File: config.mk
export PLATFORM = sky130hd
export DESIGN_NAME = calendar_add_minutes_top
export DESIGN_NICKNAME = d
export VERILOG_FILES = /design/src/cal_add_pkg.sv /design/src/calendar_add_minutes_top.sv
export SDC_FILE = /design/constraint.sdc
export NUM_CORES = 1
export LEC_CHECK = 0
export ABC_AREA = 1
export BUFFER_PORTS_ARGS = -buffer_cell sky130_fd_sc_hd__clkbuf_2
export CORE_MARGIN = 2
export CORE_UTILIZATION = 65
export DETAILED_ROUTE_END_ITERATION = 8
export PLACE_DENSITY = 0.85
export REMOVE_ABC_BUFFERS = 1
export SLEW_MARGIN = 25
export SYNTH_ARGS = -nofsm -noshare
export SYNTH_HDL_FRONTEND = slang
export SYNTH_SLANG_ARGS = --single-unit
File: constraint.sdc
create_clock -name clk_i -period 8.7 [get_ports clk_i]
set_clock_uncertainty 0.05 [all_clocks]
set_input_delay 1.305 -clock clk_i [delete_from_list [all_inputs] [get_ports clk_i]]
set_output_delay 1.305 -clock clk_i [all_outputs]
set_load 0.02 [all_outputs]
File: src/cal_add_pkg.sv
`timescale 1ns / 1ps
`default_nettype none

package cal_add_pkg;

  localparam int unsigned MinW   = 6;
  localparam int unsigned HourW  = 5;
  localparam int unsigned DayW   = 5;
  localparam int unsigned MonthW = 4;
  localparam int unsigned YearW  = 7;
  localparam int unsigned IvalW  = 16;

  localparam int unsigned MinutesPerHour = 60;
  localparam int unsigned HoursPerDay    = 24;
  localparam int unsigned MonthsPerYear  = 12;

  // floor(x / 60) = floor(floor(x / 4) / 15); 1/15 ~ 17477 / 2^18, exact below 23834
  localparam int unsigned Recip15      = 17477;
  localparam int unsigned Recip15Shift = 18;
  // floor(x / 24) = floor(floor(x / 8) / 3); 1/3 ~ 171 / 2^9, exact below 512
  localparam int unsigned Recip3       = 171;
  localparam int unsigned Recip3Shift  = 9;

  localparam logic [MonthW-1:0] MonthFeb = MonthW'(2);

  typedef logic [DayW-1:0] mdays_t;

  localparam mdays_t MonthDays [MonthsPerYear] = '{
    5'd31, 5'd28, 5'd31, 5'd30, 5'd31, 5'd30, 5'd31, 5'd31, 5'd30, 5'd31, 5'd30, 5'd31
  };

  // month must be 1..12; anything else is flagged and never uses the length
  function automatic mdays_t month_len(input logic [MonthW-1:0] month,
                                       input logic [YearW-1:0]  year);
    logic [MonthW-1:0] idx;
    mdays_t            len;
    idx = month - MonthW'(1);
    len = (idx < MonthW'(MonthsPerYear)) ? MonthDays[idx] : MonthDays[0];
    if (month == MonthFeb && year[1:0] == 2'b00) begin
      len = len + DayW'(1);
    end
    return len;
  endfunction

  function automatic logic month_bad(input logic [MonthW-1:0] month);
    return (month == MonthW'(0)) || (month > MonthW'(MonthsPerYear));
  endfunction

endpackage

`default_nettype wire

File: src/calendar_add_minutes_top.sv
// Channel  | Handshake         | Fields
// ---------+-------------------+----------------------------------------------
// input    | start_i, busy_o   | cur_minute_i cur_hour_i cur_day_i cur_month_i
//          |                   | cur_year_i interval_minutes_i
// result   | done_o (strobe)   | next_minute_o next_hour_o next_day_o
//          |                   | next_month_o next_year_o bad_month_o
//
// Five register stages: minute add, reciprocal multiply for /60, minute
// remainder and hour add, /24 and day add, day/month/year carry.
// One item accepted every cycle; done_o is start_i carried through the stage valid bits.
// busy_o is held low: nothing in the pipe ever waits.
// Reset clears only the stage valid bits; the data registers carry no reset.
// The receiver cannot stall, so results leave on the strobe cycle and are gone.
`timescale 1ns / 1ps
`default_nettype none

module calendar_add_minutes_top
  import cal_add_pkg::*;
(
  input  wire logic              clk_i,
  input  wire logic              rst_ni,
  input  wire logic              start_i,
  output logic                   busy_o,
  input  wire logic [MinW-1:0]   cur_minute_i,
  input  wire logic [HourW-1:0]  cur_hour_i,
  input  wire logic [DayW-1:0]   cur_day_i,
  input  wire logic [MonthW-1:0] cur_month_i,
  input  wire logic [YearW-1:0]  cur_year_i,
  input  wire logic [IvalW-1:0]  interval_minutes_i,
  output logic                   done_o,
  output logic [MinW-1:0]        next_minute_o,
  output logic [HourW-1:0]       next_hour_o,
  output logic [DayW-1:0]        next_day_o,
  output logic [MonthW-1:0]      next_month_o,
  output logic [YearW-1:0]       next_year_o,
  output logic                   bad_month_o
);

  localparam int unsigned SumW   = IvalW + 1;   // minute + interval
  localparam int unsigned Q1W    = 11;          // hour carry, up to 1093
  localparam int unsigned HsW    = 11;          // hour + carry, up to 1124
  localparam int unsigned Q2W    = 6;           // day carry, up to 46
  localparam int unsigned DsW    = 7;           // day + carry
  localparam int unsigned Prod1W = 30;
  localparam int unsigned Prod2W = 16;

  // the pipe never holds items back
  assign busy_o = 1'b0;

  // -------------------------------------------------------------------------
  // Stage valid bits
  // -------------------------------------------------------------------------
  logic [4:0] vld_q, vld_d;

  assign vld_d = {vld_q[3:0], start_i};

  always_ff @(posedge clk_i or negedge rst_ni) begin
    if (!rst_ni) begin
      vld_q <= '0;
    end else begin
      vld_q <= vld_d;
    end
  end

  assign done_o = vld_q[4];

  // -------------------------------------------------------------------------
  // Stage 1: minute sum, month length, month check
  // -------------------------------------------------------------------------
  logic [SumW-1:0]   s1_sum_q, s1_sum_d;
  logic [MinW-1:0]   s1_min_q;
  logic [HourW-1:0]  s1_hour_q;
  logic [DayW-1:0]   s1_day_q;
  logic [MonthW-1:0] s1_month_q;
  logic [YearW-1:0]  s1_year_q;
  mdays_t            s1_mdays_q, s1_mdays_d;
  logic              s1_bad_q, s1_bad_d;

  always_comb begin
    s1_sum_d   = SumW'(cur_minute_i) + SumW'(interval_minutes_i);
    s1_mdays_d = month_len(cur_month_i, cur_year_i);
    s1_bad_d   = month_bad(cur_month_i);
  end

  always_ff @(posedge clk_i) begin
    s1_sum_q   <= s1_sum_d;
    s1_min_q   <= cur_minute_i;
    s1_hour_q  <= cur_hour_i;
    s1_day_q   <= cur_day_i;
    s1_month_q <= cur_month_i;
    s1_year_q  <= cur_year_i;
    s1_mdays_q <= s1_mdays_d;
    s1_bad_q   <= s1_bad_d;
  end

  // -------------------------------------------------------------------------
  // Stage 2: hour carry = sum / 60 by reciprocal multiply
  // -------------------------------------------------------------------------
  logic [Prod1W-1:0] s2_prod;
  logic [Q1W-1:0]    s2_q1_q, s2_q1_d;
  logic [SumW-1:0]   s2_sum_q;
  logic [MinW-1:0]   s2_min_q;
  logic [HourW-1:0]  s2_hour_q;
  logic [DayW-1:0]   s2_day_q;
  logic [MonthW-1:0] s2_month_q;
  logic [YearW-1:0]  s2_year_q;
  mdays_t            s2_mdays_q;
  logic              s2_bad_q;

  always_comb begin
    s2_prod = Prod1W'(s1_sum_q[SumW-1:2]) * Prod1W'(Recip15);
    s2_q1_d = s2_prod[Recip15Shift +: Q1W];
  end

  always_ff @(posedge clk_i) begin
    s2_q1_q    <= s2_q1_d;
    s2_sum_q   <= s1_sum_q;
    s2_min_q   <= s1_min_q;
    s2_hour_q  <= s1_hour_q;
    s2_day_q   <= s1_day_q;
    s2_month_q <= s1_month_q;
    s2_year_q  <= s1_year_q;
    s2_mdays_q <= s1_mdays_q;
    s2_bad_q   <= s1_bad_q;
  end

  // -------------------------------------------------------------------------
  // Stage 3: minute remainder, hour sum
  // -------------------------------------------------------------------------
  logic [SumW-1:0]   s3_rem;
  logic [MinW-1:0]   s3_min_q, s3_min_d;
  logic [HsW-1:0]    s3_hs_q, s3_hs_d;
  logic              s3_c1_q, s3_c1_d;
  logic [HourW-1:0]  s3_hour_q;
  logic [DayW-1:0]   s3_day_q;
  logic [MonthW-1:0] s3_month_q;
  logic [YearW-1:0]  s3_year_q;
  mdays_t            s3_mdays_q;
  logic              s3_bad_q;

  always_comb begin
    // q1 * 60 = q1 * 64 - q1 * 4
    s3_rem   = s2_sum_q - ((SumW'(s2_q1_q) << 6) - (SumW'(s2_q1_q) << 2));
    s3_min_d = s2_bad_q ? s2_min_q : s3_rem[MinW-1:0];
    s3_hs_d  = HsW'(s2_hour_q) + HsW'(s2_q1_q);
    s3_c1_d  = !s2_bad_q && (s2_q1_q != '0);
  end

  always_ff @(posedge clk_i) begin
    s3_min_q   <= s3_min_d;
    s3_hs_q    <= s3_hs_d;
    s3_c1_q    <= s3_c1_d;
    s3_hour_q  <= s2_hour_q;
    s3_day_q   <= s2_day_q;
    s3_month_q <= s2_month_q;
    s3_year_q  <= s2_year_q;
    s3_mdays_q <= s2_mdays_q;
    s3_bad_q   <= s2_bad_q;
  end

  // -------------------------------------------------------------------------
  // Stage 4: hour / 24, day sum
  // -------------------------------------------------------------------------
  logic [Prod2W-1:0] s4_prod;
  logic [Q2W-1:0]    s4_q2;
  logic [HsW-1:0]    s4_rem;
  logic [MinW-1:0]   s4_min_q;
  logic [HourW-1:0]  s4_hour_q, s4_hour_d;
  logic [DsW-1:0]    s4_dm1_q, s4_dm1_d;   // day + carry - 1
  logic              s4_c2_q, s4_c2_d;
  logic [DayW-1:0]   s4_day_q;
  logic [MonthW-1:0] s4_month_q;
  logic [YearW-1:0]  s4_year_q;
  mdays_t            s4_mdays_q;
  logic              s4_bad_q;

  always_comb begin
    s4_prod   = Prod2W'(s3_hs_q[HsW-1:3]) * Prod2W'(Recip3);
    s4_q2     = s4_prod[Recip3Shift +: Q2W];
    // q2 * 24 = q2 * 16 + q2 * 8
    s4_rem    = s3_hs_q - ((HsW'(s4_q2) << 4) + (HsW'(s4_q2) << 3));
    s4_hour_d = s3_c1_q ? s4_rem[HourW-1:0] : s3_hour_q;
    s4_c2_d   = s3_c1_q && (s4_q2 != '0);
    s4_dm1_d  = DsW'(s3_day_q) + DsW'(s4_q2) - DsW'(1);
  end

  always_ff @(posedge clk_i) begin
    s4_min_q   <= s3_min_q;
    s4_hour_q  <= s4_hour_d;
    s4_dm1_q   <= s4_dm1_d;
    s4_c2_q    <= s4_c2_d;
    s4_day_q   <= s3_day_q;
    s4_month_q <= s3_month_q;
    s4_year_q  <= s3_year_q;
    s4_mdays_q <= s3_mdays_q;
    s4_bad_q   <= s3_bad_q;
  end

  // -------------------------------------------------------------------------
  // Stage 5: day wrap against the start month's length, month and year carry.
  // Day carry is at most two months, so two compares settle it.
  // -------------------------------------------------------------------------
  logic [DsW-1:0]    s5_m1, s5_m2, s5_dwrap;
  logic [1:0]        s5_c3;
  logic [MonthW-1:0] s5_msum;
  logic [DayW-1:0]   s5_day_d;
  logic [MonthW-1:0] s5_month_d;
  logic [YearW-1:0]  s5_year_d;
  logic [MinW-1:0]   out_min_q;
  logic [HourW-1:0]  out_hour_q;
  logic [DayW-1:0]   out_day_q;
  logic [MonthW-1:0] out_month_q;
  logic [YearW-1:0]  out_year_q;
  logic              out_bad_q;

  always_comb begin
    s5_m1      = DsW'(s4_mdays_q);
    s5_m2      = DsW'(s4_mdays_q) << 1;
    if (s4_dm1_q >= s5_m2) begin
      s5_c3    = 2'd2;
      s5_dwrap = s4_dm1_q - s5_m2;
    end else if (s4_dm1_q >= s5_m1) begin
      s5_c3    = 2'd1;
      s5_dwrap = s4_dm1_q - s5_m1;
    end else begin
      s5_c3    = 2'd0;
      s5_dwrap = s4_dm1_q;
    end
    s5_msum    = s4_month_q + MonthW'(s5_c3);
    s5_day_d   = s4_day_q;
    s5_month_d = s4_month_q;
    s5_year_d  = s4_year_q;
    if (s4_c2_q) begin
      s5_day_d = s5_dwrap[DayW-1:0] + DayW'(1);
      if (s5_c3 != 2'd0) begin
        if (s5_msum > MonthW'(MonthsPerYear)) begin
          s5_month_d = s5_msum - MonthW'(MonthsPerYear);
          s5_year_d  = s4_year_q + YearW'(1);
        end else begin
          s5_month_d = s5_msum;
        end
      end
    end
  end

  always_ff @(posedge clk_i) begin
    out_min_q   <= s4_min_q;
    out_hour_q  <= s4_hour_q;
    out_day_q   <= s5_day_d;
    out_month_q <= s5_month_d;
    out_year_q  <= s5_year_d;
    out_bad_q   <= s4_bad_q;
  end

  assign next_minute_o = out_min_q;
  assign next_hour_o   = out_hour_q;
  assign next_day_o    = out_day_q;
  assign next_month_o  = out_month_q;
  assign next_year_o   = out_year_q;
  assign bad_month_o   = out_bad_q;

`ifndef SYNTHESIS
  a_latency : assert property (@(posedge clk_i) disable iff (!rst_ni)
    start_i |-> ##5 done_o)
    else $error("item lost in pipe");

  a_minute_range : assert property (@(posedge clk_i) disable iff (!rst_ni)
    done_o && !bad_month_o |-> next_minute_o < MinW'(MinutesPerHour))
    else $error("minute remainder out of range");

  a_month_range : assert property (@(posedge clk_i) disable iff (!rst_ni)
    done_o && !bad_month_o |-> next_month_o != '0 && next_month_o <= MonthW'(MonthsPerYear))
    else $error("month out of range");

  a_bad_flag : assert property (@(posedge clk_i) disable iff (!rst_ni)
    start_i |-> ##5 bad_month_o == month_bad($past(cur_month_i, 5)))
    else $error("bad month flag mismatch");
`endif

endmodule

`default_nettype wire

==> out/metrics.cfg <==
[setup_path]
crit_chain=ha_1 > fa_1 > fa_1 > fa_1 > ha_1 > a21oi_1 > o21ai_0 > a31oi_1 > xor2_1 > ha_1 > inv_1 > ha_1 > inv_1 > fa_1 > o21ai_0 > xor2_1
required_ns=9.06
r2r_start=s3_hs_q[4]$_DFF_P_
cp-end-kind=register
cp-endpoint=s4_dm1_q[5]$_DFF_P_
ff2ff_path_depth=16
start_kind=register
crit_family=adder cells
crit_buf_inv=2
cp_max_fo=5
r2r_setup_slack_ns=3.93
slowest_delay_ns=0.55
cp_data_arrival_time_ns=5.13
r2r_end=s4_dm1_q[5]$_DFF_P_
cp_slowest_cell=fa_1
path_class=reg2reg
critPathLaunch=s3_hs_q[4]$_DFF_P_
worst-path-stages=16

[detailed_routing]
drc_errors=0
drt-wirelength-per-cell_um=14.4
vias_per_cell=5.16
antenna_left=0
dr_total_vias=7565
wirelength_um=21000
drt_iter0_markers=336
drtPass1Iterations=5

[worst_hold_path]
hold_path.class=reg2reg

[placement]
dp.cells=1427
port-buffer-count=74
gp_congestion=0.898
hpwl_um=16500

[clocking]
htreeDepth=1
cts.sink_count=211
cts_buffers=21
cts_tree=done
path_clk_slew_ns=0.06
cts_hold_buf=0
clk_latency_ns=0.49
cts-root-buf=clkbuf_16
ctsResizeCount=0
post_cts_buffers=0
cts.path.max_buffers=3

[synthesis]
synthesis.area_um2=10700
avgSynthCellArea_um2=9.41
synth_edf_count=0
synth_seq_cells=211
synth_cell_type_count=42
ys_seq_area_frac=0.396
async_reset_ff_frac=0.0237
yosys_warnings=0
synthCells=1140
synthFlopType=dfxtp_1

[timing]
final-hold-violation-count=0
rsz0062_at_grt=no
final_max_slew_viol_count=0
finalSetupTns_ns=0
setup_viol=0
hold_ws_ns=0.272
post-route-period-util=0.548
post-route-min-period_ns=4.77
max_freq_mhz=210

[flow_run]
cap_violations=0

[global_routing]
grt_pass1_wl_um=35300
grt.total_usage=0.245
antenna_found_initial=0
grt_pass1_vias=7860
overflow=0
grt_max_degree=16

[cells_and_area]
diodes=0
layout.nets=1504
drive_above_1_share=0.104
regArea_um2=4250
multi_input_area_um2=5730
fillers=1112
layoutNonFillerInstCount=1465
area_growth_pct=12.6

[floorplanning]
die_w_um=132
io_pins=76
die_height_um=132
initial_core_util=0.671
rows=46
die-area_um2=17500
core-area_um2=16000

[run_status]
outcome=finished, final reports clean

## logic make-up (layout without fill, tap and decap cells)
group	after synthesis	count (layout)	share of synthesized area
buffers and inverters	197	306	0.0696
XOR/XNOR	61	61	0.0498
flip-flops	211	211	0.396
AO/OA/AOI/OAI	111	111	0.0573
multiplexers	4	4	0.00455
adder cells (fa/ha/maj)	224	224	0.288
AND/OR/NAND/NOR	331	331	0.135
other	1	1	0.000350
## how the worst min path moves through the flow
stage | startpoint | end | slack [ns] | cells after the start
6_report | s1_min_q[2]$_DFF_P_ | s2_min_q[2]$_DFF_P_ | 0.27 | 0
5_1_grt | s1_min_q[2]$_DFF_P_ | s2_min_q[2]$_DFF_P_ | 0.28 | 0
4_1_cts | s1_min_q[2]$_DFF_P_ | s2_min_q[2]$_DFF_P_ | 0.27 | 0
3_5_place_dp | s4_min_q[2]$_DFF_P_ | next_minute_o[2]$_DFF_P_ | 0.26 | 0
3_3_place_gp | s3_month_q[3]$_DFF_P_ | s4_month_q[3]$_DFF_P_ | 0.26 | 0
2_1_floorplan | s4_bad_q$_DFF_P_ | bad_month_o$_DFF_P_ | 0.26 | 0
## final cells by class
type	instances	share of cell area
multi-input combinational	732	0.475
inverter	194	0.0603
sequential	211	0.352
timing repair buffer	74	0.0307
clock buffer	26	0.0475
clock inverter	12	0.0128
tap	216	0.0224
## registers in the layout (all words and copies together) (netlist names), 6 cells and up
| name | count |
|---|---|
| s4_dm1_q | 7 |
| s4_year_q | 7 |
| s1_year_q | 7 |
| s4_min_q | 6 |
| s3_hs_q | 11 |
| s2_q1_q | 11 |
| s3_year_q | 7 |
| s2_sum_q | 6 |
| s3_min_q | 6 |
| next_year_o | 7 |
| s2_min_q | 6 |
| next_minute_o | 6 |
| s1_min_q | 6 |
| s1_sum_q | 17 |
| s2_year_q | 7 |
## cell usage after synthesis, types with 2 or more instances
library cell | count | area, um^2
nor3_1 | 12 | 60.1
nor2_1 | 54 | 203
nand4_1 | 7 | 43.8
o21ai_0 | 35 | 175
or2_2 | 2 | 12.5
a21oi_1 | 48 | 240
xor2_1 | 33 | 289
nor4_1 | 4 | 25.0
o21a_1 | 5 | 37.5
nor2_4 | 3 | 33.8
nand2_2 | 2 | 12.5
o21bai_1 | 4 | 30.0
inv_1 | 194 | 728
nand3b_1 | 3 | 22.5
ha_1 | 186 | 2330
dfxtp_1 | 206 | 4120
nand2_1 | 192 | 721
nor3_2 | 2 | 20.0
nor2_2 | 2 | 12.5
a31oi_1 | 7 | 43.8
a21o_1 | 6 | 45.0
dfrtp_1 | 5 | 125
nand3_1 | 41 | 205
nand2_4 | 2 | 22.5
mux2_2 | 3 | 33.8
fa_1 | 38 | 761
buf_4 | 2 | 15.0
xnor2_1 | 28 | 245
## per-stage QoR
stage          utilization  setup WS, ns  cell area [um^2]
2_1_floorplan            -          4.33             10700
3_3_place_gp         0.709          4.11             11400
3_5_place_dp         0.709          3.97             11400
4_1_cts              0.755          3.96             12100
5_1_grt              0.755          3.68             12100
6_report             0.755          3.93             12100
## metal layers
| layer | vias up | track usage | routed length, um |
|---|---|---|---|
| li1 | 3847 | - | - |
| met1 | 3505 | 0.276 | 8650 |
| met2 | 163 | 0.475 | 11000 |
| met3 | 50 | 0.0280 | 632 |
| met4 | 0 | 0.0866 | 743 |
| met5 | - | 0 | 0 |
## layout by cell type (no fill, tap or decap), drive strengths merged, types with 33 or more instances in the layout
| cell | instances |
|---|---|
| nand3 | 42 |
| a21oi | 48 |
| nor2 | 60 |
| xor2 | 33 |
| dfxtp | 206 |
| inv | 197 |
| o21ai | 36 |
| ha | 186 |
| clkbuf | 100 |
| fa | 38 |
| nand2 | 196 |
Power is not shown: default switching activity piles up to over one toggle a cycle in this logic, so the estimate is an artifact.
